<file path="config.mk">
export PLATFORM = sky130hd
export DESIGN_NAME = midi_file_stream_parser
export DESIGN_NICKNAME = d
export VERILOG_FILES = /design/src/rtl/core/mfsp_pkg.sv /design/src/rtl/core/mfsp_parse_core.sv /design/src/rtl/core/midi_file_stream_parser.sv
export SDC_FILE = /design/constraint.sdc
export NUM_CORES = 1
export LEC_CHECK = 0
export ABC_AREA = 0
export ABC_CLOCK_PERIOD_IN_PS = 13050
export BUFFER_PORTS_ARGS = -buffer_cell sky130_fd_sc_hd__buf_2
export CORE_MARGIN = 2
export CORE_UTILIZATION = 25
export DETAILED_ROUTE_END_ITERATION = 6
export PLACE_DENSITY_LB_ADDON = 0.2
export SYNTH_ARGS = -nofsm -noshare
export SYNTH_HDL_FRONTEND = slang
export SYNTH_SLANG_ARGS = --single-unit
export TNS_END_PERCENT = 50
</file>
<file path="constraint.sdc">
create_clock -name clock -period 13.05 [get_ports clock]
set_input_delay 2.61 -clock clock [delete_from_list [all_inputs] [get_ports clock]]
set_output_delay 2.61 -clock clock [all_outputs]
set_load 0.05 [all_outputs]
</file>
<file path="src/rtl/core/mfsp_pkg.sv">
package mfsp_pkg;

   // Default width of the track tick accumulator
   localparam int TIME_BITS_DEF = 32;

   // Result kinds
   localparam logic [2:0] KIND_HEADER  = 3'd0;
   localparam logic [2:0] KIND_TRACK   = 3'd1;
   localparam logic [2:0] KIND_CHANNEL = 3'd2;
   localparam logic [2:0] KIND_META    = 3'd3;
   localparam logic [2:0] KIND_SYSEX   = 3'd4;
   localparam logic [2:0] KIND_PAYLOAD = 3'd5;
   localparam logic [2:0] KIND_ERROR   = 3'd6;

   // Error codes
   localparam logic [2:0] ERR_NONE       = 3'd0;
   localparam logic [2:0] ERR_BAD_HEADER = 3'd1;
   localparam logic [2:0] ERR_FORMAT     = 3'd2;
   localparam logic [2:0] ERR_TRACK_ID   = 3'd3;
   localparam logic [2:0] ERR_CHANNEL    = 3'd4;
   localparam logic [2:0] ERR_VLQ_LONG   = 3'd5;

   // One result beat
   typedef struct packed {
      logic [2:0]  kind;
      logic [31:0] abs_time;
      logic [7:0]  status_byte;
      logic [7:0]  key;
      logic [7:0]  value;
      logic [27:0] length;
      logic [15:0] track_index;
      logic        file_format;
      logic [15:0] track_count;
      logic [15:0] division;
      logic        last;
      logic [2:0]  error_code;
   } rsp_type;

endpackage

</file>
<file path="src/rtl/core/mfsp_parse_core.sv">
module mfsp_parse_core #(
   parameter int TIME_BITS = mfsp_pkg::TIME_BITS_DEF
) (
   input  logic             clock,
   input  logic             reset,
   input  logic             step_en,
   input  logic [7:0]       byte_in,
   output logic             res_valid,
   output mfsp_pkg::rsp_type res
);

   // Parse phases
   localparam logic [3:0] PH_HDR_ID    = 4'd0;
   localparam logic [3:0] PH_HDR_SIZE  = 4'd1;
   localparam logic [3:0] PH_HDR_FMT   = 4'd2;
   localparam logic [3:0] PH_HDR_CNT   = 4'd3;
   localparam logic [3:0] PH_HDR_DIV   = 4'd4;
   localparam logic [3:0] PH_TRK_ID    = 4'd5;
   localparam logic [3:0] PH_TRK_SIZE  = 4'd6;
   localparam logic [3:0] PH_DELTA     = 4'd7;
   localparam logic [3:0] PH_STATUS    = 4'd8;
   localparam logic [3:0] PH_DATA1     = 4'd9;
   localparam logic [3:0] PH_DATA2     = 4'd10;
   localparam logic [3:0] PH_META_TYPE = 4'd11;
   localparam logic [3:0] PH_LEN       = 4'd12;
   localparam logic [3:0] PH_PAYLOAD   = 4'd13;
   localparam logic [3:0] PH_DONE      = 4'd14;
   localparam logic [3:0] PH_HALT      = 4'd15;

   localparam logic [31:0] MTHD_ID   = 32'h4D546864;
   localparam logic [31:0] MTRK_ID   = 32'h4D54726B;
   localparam logic [31:0] MTHD_SIZE = 32'd6;
   localparam logic [7:0]  META_STAT = 8'hFF;
   localparam logic [7:0]  META_EOT  = 8'h2F;

   logic [3:0]           phase_ff, phase_in;
   logic [2:0]           byte_counter_ff, byte_counter_in;
   logic [7:0]           running_status_ff, running_status_in;
   logic [TIME_BITS-1:0] tick_time_ff, tick_time_in;
   logic [27:0]          vlq_accum_ff, vlq_accum_in;
   logic [27:0]          payload_left_ff, payload_left_in;
   logic [15:0]          tracks_left_ff, tracks_left_in;
   logic [15:0]          track_number_ff, track_number_in;
   logic [31:0]          header_shift_ff, header_shift_in;
   logic [7:0]           held_data_ff, held_data_in;
   logic [7:0]           held_status_ff, held_status_in;
   logic                 file_format_ff, file_format_in;
   logic                 end_pending_ff, end_pending_in;

   // Helpers shared by several phases
   logic [31:0]          shift_next;
   logic [2:0]           count_next;
   logic [27:0]          vlq_next;
   logic [15:0]          tracks_dec;
   logic [3:0]           finish_phase;
   logic                 chan_pair;
   logic                 chan_single;
   logic                 is_meta;
   logic                 lenb_eot;

   assign shift_next   = {header_shift_ff[23:0], byte_in};
   assign count_next   = byte_counter_ff + 3'd1;
   assign vlq_next     = {vlq_accum_ff[20:0], byte_in[6:0]};
   assign tracks_dec   = tracks_left_ff - 16'd1;
   assign finish_phase = (tracks_dec == 16'd0) ? PH_DONE : PH_TRK_ID;
   assign is_meta      = (held_status_ff == META_STAT);
   assign lenb_eot     = is_meta && (held_data_ff == META_EOT);

   // Classify the running status command nibble
   always_comb begin
      chan_pair   = 1'b0;
      chan_single = 1'b0;
      case (running_status_ff[7:4]) inside
         4'h8, 4'h9, 4'hA, 4'hB, 4'hE: chan_pair = 1'b1;
         4'hC, 4'hD:                   chan_single = 1'b1;
         default:                      ;
      endcase
   end

   // Advance the parser by one byte
   always_comb begin
      phase_in          = phase_ff;
      byte_counter_in   = byte_counter_ff;
      running_status_in = running_status_ff;
      tick_time_in      = tick_time_ff;
      vlq_accum_in      = vlq_accum_ff;
      payload_left_in   = payload_left_ff;
      tracks_left_in    = tracks_left_ff;
      track_number_in   = track_number_ff;
      header_shift_in   = header_shift_ff;
      held_data_in      = held_data_ff;
      held_status_in    = held_status_ff;
      file_format_in    = file_format_ff;
      end_pending_in    = end_pending_ff;
      res_valid         = 1'b0;
      res               = '0;
      res.abs_time      = 32'(tick_time_ff);
      res.track_index   = track_number_ff;

      if (step_en) begin
         unique case (phase_ff)
            PH_HDR_ID, PH_HDR_SIZE, PH_TRK_ID: begin
               header_shift_in = shift_next;
               if (count_next >= 3'd4) begin
                  byte_counter_in = 3'd0;
                  if (phase_ff == PH_HDR_ID && shift_next != MTHD_ID) begin
                     phase_in       = PH_HALT;
                     res_valid      = 1'b1;
                     res.kind       = mfsp_pkg::KIND_ERROR;
                     res.error_code = mfsp_pkg::ERR_BAD_HEADER;
                  end else if (phase_ff == PH_HDR_SIZE && shift_next != MTHD_SIZE) begin
                     phase_in       = PH_HALT;
                     res_valid      = 1'b1;
                     res.kind       = mfsp_pkg::KIND_ERROR;
                     res.error_code = mfsp_pkg::ERR_BAD_HEADER;
                  end else if (phase_ff == PH_TRK_ID && shift_next != MTRK_ID) begin
                     phase_in       = PH_HALT;
                     res_valid      = 1'b1;
                     res.kind       = mfsp_pkg::KIND_ERROR;
                     res.error_code = mfsp_pkg::ERR_TRACK_ID;
                  end else if (phase_ff == PH_HDR_ID) begin
                     phase_in = PH_HDR_SIZE;
                  end else if (phase_ff == PH_HDR_SIZE) begin
                     phase_in = PH_HDR_FMT;
                  end else begin
                     phase_in = PH_TRK_SIZE;
                  end
               end else begin
                  byte_counter_in = count_next;
               end
            end
            PH_HDR_FMT: begin
               header_shift_in = shift_next;
               if (count_next >= 3'd2) begin
                  byte_counter_in = 3'd0;
                  if (shift_next[15:0] > 16'd1) begin
                     phase_in       = PH_HALT;
                     res_valid      = 1'b1;
                     res.kind       = mfsp_pkg::KIND_ERROR;
                     res.error_code = mfsp_pkg::ERR_FORMAT;
                  end else begin
                     file_format_in = shift_next[0];
                     phase_in       = PH_HDR_CNT;
                  end
               end else begin
                  byte_counter_in = count_next;
               end
            end
            PH_HDR_CNT: begin
               header_shift_in = shift_next;
               if (count_next >= 3'd2) begin
                  byte_counter_in = 3'd0;
                  tracks_left_in  = shift_next[15:0];
                  phase_in        = PH_HDR_DIV;
               end else begin
                  byte_counter_in = count_next;
               end
            end
            PH_HDR_DIV: begin
               header_shift_in = shift_next;
               if (count_next >= 3'd2) begin
                  byte_counter_in = 3'd0;
                  phase_in        = (tracks_left_ff == 16'd0) ? PH_DONE : PH_TRK_ID;
                  res_valid       = 1'b1;
                  res.kind        = mfsp_pkg::KIND_HEADER;
                  res.abs_time    = 32'd0;
                  res.file_format = file_format_ff;
                  res.track_count = tracks_left_ff;
                  res.division    = shift_next[15:0];
               end else begin
                  byte_counter_in = count_next;
               end
            end
            PH_TRK_SIZE: begin
               header_shift_in = shift_next;
               if (count_next >= 3'd4) begin
                  byte_counter_in   = 3'd0;
                  tick_time_in      = '0;
                  running_status_in = 8'd0;
                  end_pending_in    = 1'b0;
                  vlq_accum_in      = 28'd0;
                  phase_in          = PH_DELTA;
                  res_valid         = 1'b1;
                  res.kind          = mfsp_pkg::KIND_TRACK;
                  res.abs_time      = 32'd0;
               end else begin
                  byte_counter_in = count_next;
               end
            end
            PH_DELTA: begin
               vlq_accum_in = vlq_next;
               if (!byte_in[7]) begin
                  byte_counter_in = 3'd0;
                  tick_time_in    = tick_time_ff + TIME_BITS'(vlq_next);
                  vlq_accum_in    = 28'd0;
                  phase_in        = PH_STATUS;
               end else begin
                  byte_counter_in = count_next;
                  if (count_next >= 3'd4) begin
                     phase_in       = PH_HALT;
                     res_valid      = 1'b1;
                     res.kind       = mfsp_pkg::KIND_ERROR;
                     res.error_code = mfsp_pkg::ERR_VLQ_LONG;
                  end
               end
            end
            PH_STATUS, PH_DATA1: begin
               if (phase_ff == PH_STATUS && byte_in >= 8'hF0) begin
                  // Meta and system events drop running status
                  running_status_in = 8'd0;
                  held_status_in    = byte_in;
                  held_data_in      = 8'd0;
                  vlq_accum_in      = 28'd0;
                  phase_in          = (byte_in == META_STAT) ? PH_META_TYPE : PH_LEN;
               end else if (phase_ff == PH_STATUS && byte_in[7]) begin
                  running_status_in = byte_in;
                  phase_in          = PH_DATA1;
               end else if (chan_pair) begin
                  held_data_in = byte_in;
                  phase_in     = PH_DATA2;
               end else if (chan_single) begin
                  phase_in        = PH_DELTA;
                  res_valid       = 1'b1;
                  res.kind        = mfsp_pkg::KIND_CHANNEL;
                  res.status_byte = running_status_ff;
                  res.value       = byte_in;
               end else begin
                  phase_in       = PH_HALT;
                  res_valid      = 1'b1;
                  res.kind       = mfsp_pkg::KIND_ERROR;
                  res.error_code = mfsp_pkg::ERR_CHANNEL;
               end
            end
            PH_DATA2: begin
               phase_in        = PH_DELTA;
               res_valid       = 1'b1;
               res.kind        = mfsp_pkg::KIND_CHANNEL;
               res.status_byte = running_status_ff;
               res.key         = held_data_ff;
               res.value       = byte_in;
            end
            PH_META_TYPE: begin
               held_data_in = byte_in;
               vlq_accum_in = 28'd0;
               phase_in     = PH_LEN;
            end
            PH_LEN: begin
               vlq_accum_in = vlq_next;
               if (!byte_in[7]) begin
                  byte_counter_in = 3'd0;
                  vlq_accum_in    = 28'd0;
                  payload_left_in = vlq_next;
                  end_pending_in  = lenb_eot;
                  res_valid       = 1'b1;
                  res.kind        = is_meta ? mfsp_pkg::KIND_META : mfsp_pkg::KIND_SYSEX;
                  res.status_byte = held_status_ff;
                  res.key         = is_meta ? held_data_ff : 8'd0;
                  res.length      = vlq_next;
                  res.last        = (vlq_next == 28'd0);
                  if (vlq_next != 28'd0) begin
                     phase_in = PH_PAYLOAD;
                  end else if (lenb_eot) begin
                     // Zero-length end of track closes the track here
                     end_pending_in  = 1'b0;
                     track_number_in = track_number_ff + 16'd1;
                     tracks_left_in  = tracks_dec;
                     phase_in        = finish_phase;
                  end else begin
                     phase_in = PH_DELTA;
                  end
               end else begin
                  byte_counter_in = count_next;
                  if (count_next >= 3'd4) begin
                     phase_in       = PH_HALT;
                     res_valid      = 1'b1;
                     res.kind       = mfsp_pkg::KIND_ERROR;
                     res.error_code = mfsp_pkg::ERR_VLQ_LONG;
                  end
               end
            end
            PH_PAYLOAD: begin
               res_valid       = 1'b1;
               res.kind        = mfsp_pkg::KIND_PAYLOAD;
               res.status_byte = held_status_ff;
               res.key         = is_meta ? held_data_ff : 8'd0;
               res.value       = byte_in;
               res.last        = (payload_left_ff <= 28'd1);
               if (payload_left_ff <= 28'd1) begin
                  payload_left_in = 28'd0;
                  if (end_pending_ff) begin
                     end_pending_in  = 1'b0;
                     track_number_in = track_number_ff + 16'd1;
                     tracks_left_in  = tracks_dec;
                     phase_in        = finish_phase;
                  end else begin
                     phase_in = PH_DELTA;
                  end
               end else begin
                  payload_left_in = payload_left_ff - 28'd1;
               end
            end
            default: ;
         endcase
      end
   end

   // Hold parser state
   always_ff @(posedge clock) begin
      if (reset) begin
         phase_ff          <= PH_HDR_ID;
         byte_counter_ff   <= 3'd0;
         running_status_ff <= 8'd0;
         tick_time_ff      <= '0;
         vlq_accum_ff      <= 28'd0;
         payload_left_ff   <= 28'd0;
         tracks_left_ff    <= 16'd0;
         track_number_ff   <= 16'd0;
         header_shift_ff   <= 32'd0;
         held_data_ff      <= 8'd0;
         held_status_ff    <= 8'd0;
         file_format_ff    <= 1'b0;
         end_pending_ff    <= 1'b0;
      end else begin
         phase_ff          <= phase_in;
         byte_counter_ff   <= byte_counter_in;
         running_status_ff <= running_status_in;
         tick_time_ff      <= tick_time_in;
         vlq_accum_ff      <= vlq_accum_in;
         payload_left_ff   <= payload_left_in;
         tracks_left_ff    <= tracks_left_in;
         track_number_ff   <= track_number_in;
         header_shift_ff   <= header_shift_in;
         held_data_ff      <= held_data_in;
         held_status_ff    <= held_status_in;
         file_format_ff    <= file_format_in;
         end_pending_ff    <= end_pending_in;
      end
   end

   // An error result always halts the parser
   a_error_halts: assert property (@(posedge clock) disable iff (reset)
      step_en && res_valid && res.kind == mfsp_pkg::KIND_ERROR |=> phase_ff == PH_HALT)
      else $error("error result without halt");

   // Halt is sticky until reset
   a_halt_sticky: assert property (@(posedge clock) disable iff (reset)
      phase_ff == PH_HALT |=> phase_ff == PH_HALT)
      else $error("parser left halt");

   // Done and halted phases produce nothing
   a_quiet_when_stopped: assert property (@(posedge clock) disable iff (reset)
      phase_ff == PH_DONE || phase_ff == PH_HALT |-> !res_valid)
      else $error("result from stopped parser");

endmodule

</file>
<file path="src/rtl/core/midi_file_stream_parser.sv">
// Channel | Dir | Handshake          | Beat contents
// req     | in  | req_valid/ready    | req_byte_in: one file byte
// rsp     | out | rsp_valid/ready    | rsp_kind ... rsp_error_code: one parse result
//
// One byte per clock sustained while rsp beats drain; a taken byte waits in the
// input register, the parse step loads the result register, and rsp_valid rises.
// Synchronous active-high reset puts the parser back at the file header.
// A held rsp beat stalls the parse step; req_ready drops in the same cycle
// once the input register is full and the result register cannot drain.
module midi_file_stream_parser #(
   parameter int TIME_BITS = mfsp_pkg::TIME_BITS_DEF
) (
   input  logic        clock,
   input  logic        reset,
   input  logic        req_valid,
   output logic        req_ready,
   input  logic [7:0]  req_byte_in,
   output logic        rsp_valid,
   input  logic        rsp_ready,
   output logic [2:0]  rsp_kind,
   output logic [31:0] rsp_abs_time,
   output logic [7:0]  rsp_status_byte,
   output logic [7:0]  rsp_key,
   output logic [7:0]  rsp_value,
   output logic [27:0] rsp_length,
   output logic [15:0] rsp_track_index,
   output logic        rsp_file_format,
   output logic [15:0] rsp_track_count,
   output logic [15:0] rsp_division,
   output logic        rsp_last,
   output logic [2:0]  rsp_error_code
);

   logic              in_valid_ff, in_valid_in;
   logic [7:0]        byte_ff;
   logic              rsp_valid_ff, rsp_valid_in;
   mfsp_pkg::rsp_type rsp_ff;
   logic              out_free;
   logic              advance;
   logic              res_valid;
   mfsp_pkg::rsp_type res;

   assign out_free  = !rsp_valid_ff || rsp_ready;
   assign advance   = in_valid_ff && out_free;
   assign req_ready = !in_valid_ff || out_free;

   mfsp_parse_core #(
      .TIME_BITS (TIME_BITS)
   ) u_core (
      .clock     (clock),
      .reset     (reset),
      .step_en   (advance),
      .byte_in   (byte_ff),
      .res_valid (res_valid),
      .res       (res)
   );

   // Input register occupancy
   always_comb begin
      if (req_valid && req_ready) begin
         in_valid_in = 1'b1;
      end else if (advance) begin
         in_valid_in = 1'b0;
      end else begin
         in_valid_in = in_valid_ff;
      end
   end

   // Result register occupancy: refill on a step, drain when taken
   always_comb begin
      if (out_free) begin
         rsp_valid_in = advance && res_valid;
      end else begin
         rsp_valid_in = rsp_valid_ff;
      end
   end

   always_ff @(posedge clock) begin
      if (reset) begin
         in_valid_ff  <= 1'b0;
         rsp_valid_ff <= 1'b0;
      end else begin
         in_valid_ff  <= in_valid_in;
         rsp_valid_ff <= rsp_valid_in;
      end
   end

   // Capture the byte beat and the result beat
   always_ff @(posedge clock) begin
      if (req_valid && req_ready) begin
         byte_ff <= req_byte_in;
      end
      if (advance && res_valid) begin
         rsp_ff <= res;
      end
   end

   assign rsp_valid       = rsp_valid_ff;
   assign rsp_kind        = rsp_ff.kind;
   assign rsp_abs_time    = rsp_ff.abs_time;
   assign rsp_status_byte = rsp_ff.status_byte;
   assign rsp_key         = rsp_ff.key;
   assign rsp_value       = rsp_ff.value;
   assign rsp_length      = rsp_ff.length;
   assign rsp_track_index = rsp_ff.track_index;
   assign rsp_file_format = rsp_ff.file_format;
   assign rsp_track_count = rsp_ff.track_count;
   assign rsp_division    = rsp_ff.division;
   assign rsp_last        = rsp_ff.last;
   assign rsp_error_code  = rsp_ff.error_code;

   // A stalled step keeps its byte in the input register
   a_hold_input: assert property (@(posedge clock) disable iff (reset)
      in_valid_ff && !out_free |=> in_valid_ff && $stable(byte_ff))
      else $error("input byte lost during stall");

   // A stalled result beat holds its contents
   a_hold_result: assert property (@(posedge clock) disable iff (reset)
      rsp_valid_ff && !rsp_ready |=> rsp_valid_ff && $stable(rsp_ff))
      else $error("result beat changed during stall");

   // An empty input register always takes a beat
   a_ready_when_empty: assert property (@(posedge clock) disable iff (reset)
      !in_valid_ff |-> req_ready)
      else $error("input stalled while empty");

endmodule

</file>
==> run metrics <==
largest area contributor in the netlist edfxtp_1; Worst Hold End rsp_track_index[15]$_DFFE_PP_; Clock transition at path regs 0.06 ns; Clock Skew 0.0347 ns; minimum clock period 5.81 ns; Worst Hold Depth 0; leakage power 0.00711 uW; fin crit share 44.5%; CP Class in2out; largest family of logic cells by synthesized area simple AND/OR/NAND/NOR gates; status finished clean; yosys warns 0; number of max-slew violations in the final report 0; hold_buf cts 0; max cap viols 0; Placer Congestion 0.866; placed cells 2618; clk sinks 320; syn_nets 1743; share of Yosys cell area claimed by the top area cell type 27.8%; CTS tree built; first-pass GRT wire length 80.3 mm; Area Growth Syn to Fin 18.6%; worst reg2reg path depth 9; starting density of the core 25.3%; Setup Fix Bufs, Post-CTS 0; library cells used by synthesis 90; Die Span X 257 um; asr flop ratio synth 0%; ANT cells 0; HP Class reg2reg; Synth Area in Compound Gates 17.0%; Fin Hold WS 0.455 ns; post-synthesis adder-cell area fraction 2.79%; Cell Area, Synth 0.0160 mm^2; H-tree depth 2; Tot GR Track Use 15.6%; HPWL after detailed placement 35.8 mm; startpoint types input port; RR Endpoint rsp_length[2]$_SDFFCE_PP0P_; Max transition margin 16.7%; Filler Cell Count 6725; Ports 154; Syn Inst Count 1696; Post-Synth Simple-Gate Area 23.3%; post-route ant nets 0; Max clock buf depth 3; Pwr Total 2250 uW; grt ovf 0; Area contributors post-synth edfxtp_1 (28%), dfxtp_1 (22%), nor2_1 (4.1%), a21oi_1 (3.9%), nand2_1 (3.6%); DRC 0; routed vias/inst 5.02; mux contribution to synthesized area 2.17%; Arr. time, crit path 3.20 ns; largest net degree at the start of global routing 89; DR vias 13.5k; Reg2Reg Launch Point u_core.phase_ff[0]$_SDFFE_PP0P_; wire length per cell 19.5 um; Cell Count, Final, Fillers Out 2689; final setup fails 0; xor/xnor share of the synthesized area 1.65%; R2R setup slack 8.10 ns; #FFs+latches synth 320; Core Box Area 0.0631 mm^2; setup TNS 0 ns; most common cell in the netlist nor2_1; CP max FO 3; nets 1860; CP Capture Type primary output; clock buffer count from CTS 39; sequential fraction of the synthesis area 49.4%; std cell rows 92; initial antenna violation count 0; VDD IR-drop max 64.1 uV; port buffer count 153; Root Driver clkbuf_16; mean post-synth cell area 9.41 um^2; Hold Path Origin u_core.track_number_ff[15]$_SDFFE_PP0P_; final WL 52.4 mm; unrepaired setup endpoints after global routing false; layout cells sized above 1 15.1%; worst skew pair latency 0.56 ns; PostCTS Resize Cnt 0; DIE AREA 0.0659 mm^2; Post-synth top flop dfxtp_1; EDFF count, synth 148; Post-synth top cells nor2_1 (175), dfxtp_1 (172), nand2_1 (153), edfxtp_1 (148), a21oi_1 (124); Worst-Margin Slew 1.24 ns; Final Hold Fails 0; Detailed Routing Iterations Pass 1 6; CP required 10.44 ns; die extent in y 257 um; fmax 172 MHz; vias in the first global route 13.1k; PwrDens 119 mW/mm^2; Initial DRC Count 956
-- power by group --
| part | internal (uW) | total (uW) | switching, uW |
|---|---|---|---|
| Sequential | 1050 | 1050 | 5.25 |
| Combinational | 16.8 | 65.7 | 48.9 |
| Clock | 682 | 1130 | 453 |
-- area by class of cell --
type / instances / area [um^2] / share of cell area, %
sequential: 320 / 7890 / 41.7
timing repair buffer: 181 / 978 / 5.17
clock inverter: 22 / 269 / 1.42
tap: 846 / 1060 / 5.59
inverter: 32 / 120 / 0.635
clock buffer: 49 / 1060 / 5.63
multi-input combinational: 1239 / 7550 / 39.9
-- registers in the layout, summed over array words and instances (netlist names), 16 cells and up --
| name | flops |
|---|---|
| u_core.vlq_accum_ff | 21 |
| u_core.track_number_ff | 16 |
| u_core.tracks_left_ff | 16 |
| rsp_track_count | 16 |
| rsp_track_index | 16 |
| u_core.tick_time_ff | 32 |
| u_core.header_shift_ff | 24 |
| u_core.payload_left_ff | 28 |
| rsp_abs_time | 32 |
| rsp_length | 28 |
| rsp_division | 16 |
-- critical path: stages --
cell and delay (ns):
buf_2 0.10, nor2b_1 0.17, nand2_1 0.09, buf_2 0.23
-- kinds of logic after synthesis --
group,count (synthesis)
AO/OA/AOI/OAI,417
XOR/XNOR,30
adder cells (fa/ha/maj),35
flip-flops,320
multiplexers,34
AND/OR/NAND/NOR,723
buffers and inverters,137
-- cells in the final DEF, fill, tap and decap left out, drive strengths merged, types with 9 or more instances in the layout --
cell type,instances
nor4,31
nand2,155
nor2,175
a31oi,11
o21ai,94
or4,17
a21o,18
edfxtp,148
a211oi,18
mux2i,32
and2,79
clkbuf,49
clkinv,12
nor2b,42
nor3,48
dfxtp,172
a22oi,39
xnor2,11
nand2b,28
and3,15
a2bb2oi,9
buf,181
nand4,18
o31ai,17
xor2,19
or3,16
inv,32
a21oi,124
nand3,67
ha,34
-- metrics by stage --
| step | instance area (um^2) | setup slack [ns] | util (%) |
|---|---|---|---|
| 2_1_floorplan | 16000 | 2.54 | - |
| 5_1_grt | 18900 | 7.10 | 30.0 |
| 3_3_place_gp | 17600 | 6.88 | 27.9 |
| 6_report | 18900 | 7.24 | 30.0 |
| 4_1_cts | 18900 | 7.24 | 30.0 |
| 3_5_place_dp | 17600 | 6.78 | 27.9 |
-- layer usage --
layer,vias up,wire length (um),GRT usage [%]
met1,6600,23500,20.5
met2,348,24800,25.6
met5,-,0,0
li1,6466,-,-
met4,0,1360,4.78
met3,89,2690,3.16
-- worst max path at each step --
| stage | from | endpoint | slack [ns] | depth (start not counted) |
|---|---|---|---|---|
| after detailed placement | rsp_ready | rsp_length[2]$_SDFFCE_PP0P_ | 6.78 | 7 |
| after global routing | rsp_ready | rsp_length[2]$_SDFFCE_PP0P_ | 7.10 | 7 |
| after floorplan | rsp_ready | rsp_abs_time[0]$_DFFE_PP_ | 2.54 | 5 |
| after CTS | rsp_ready | req_ready | 7.24 | 4 |
| after global placement | rsp_ready | rsp_length[6]$_SDFFCE_PP0P_ | 6.88 | 7 |
| final | rsp_ready | req_ready | 7.24 | 4 |
Power figures use the tool's default switching activity.
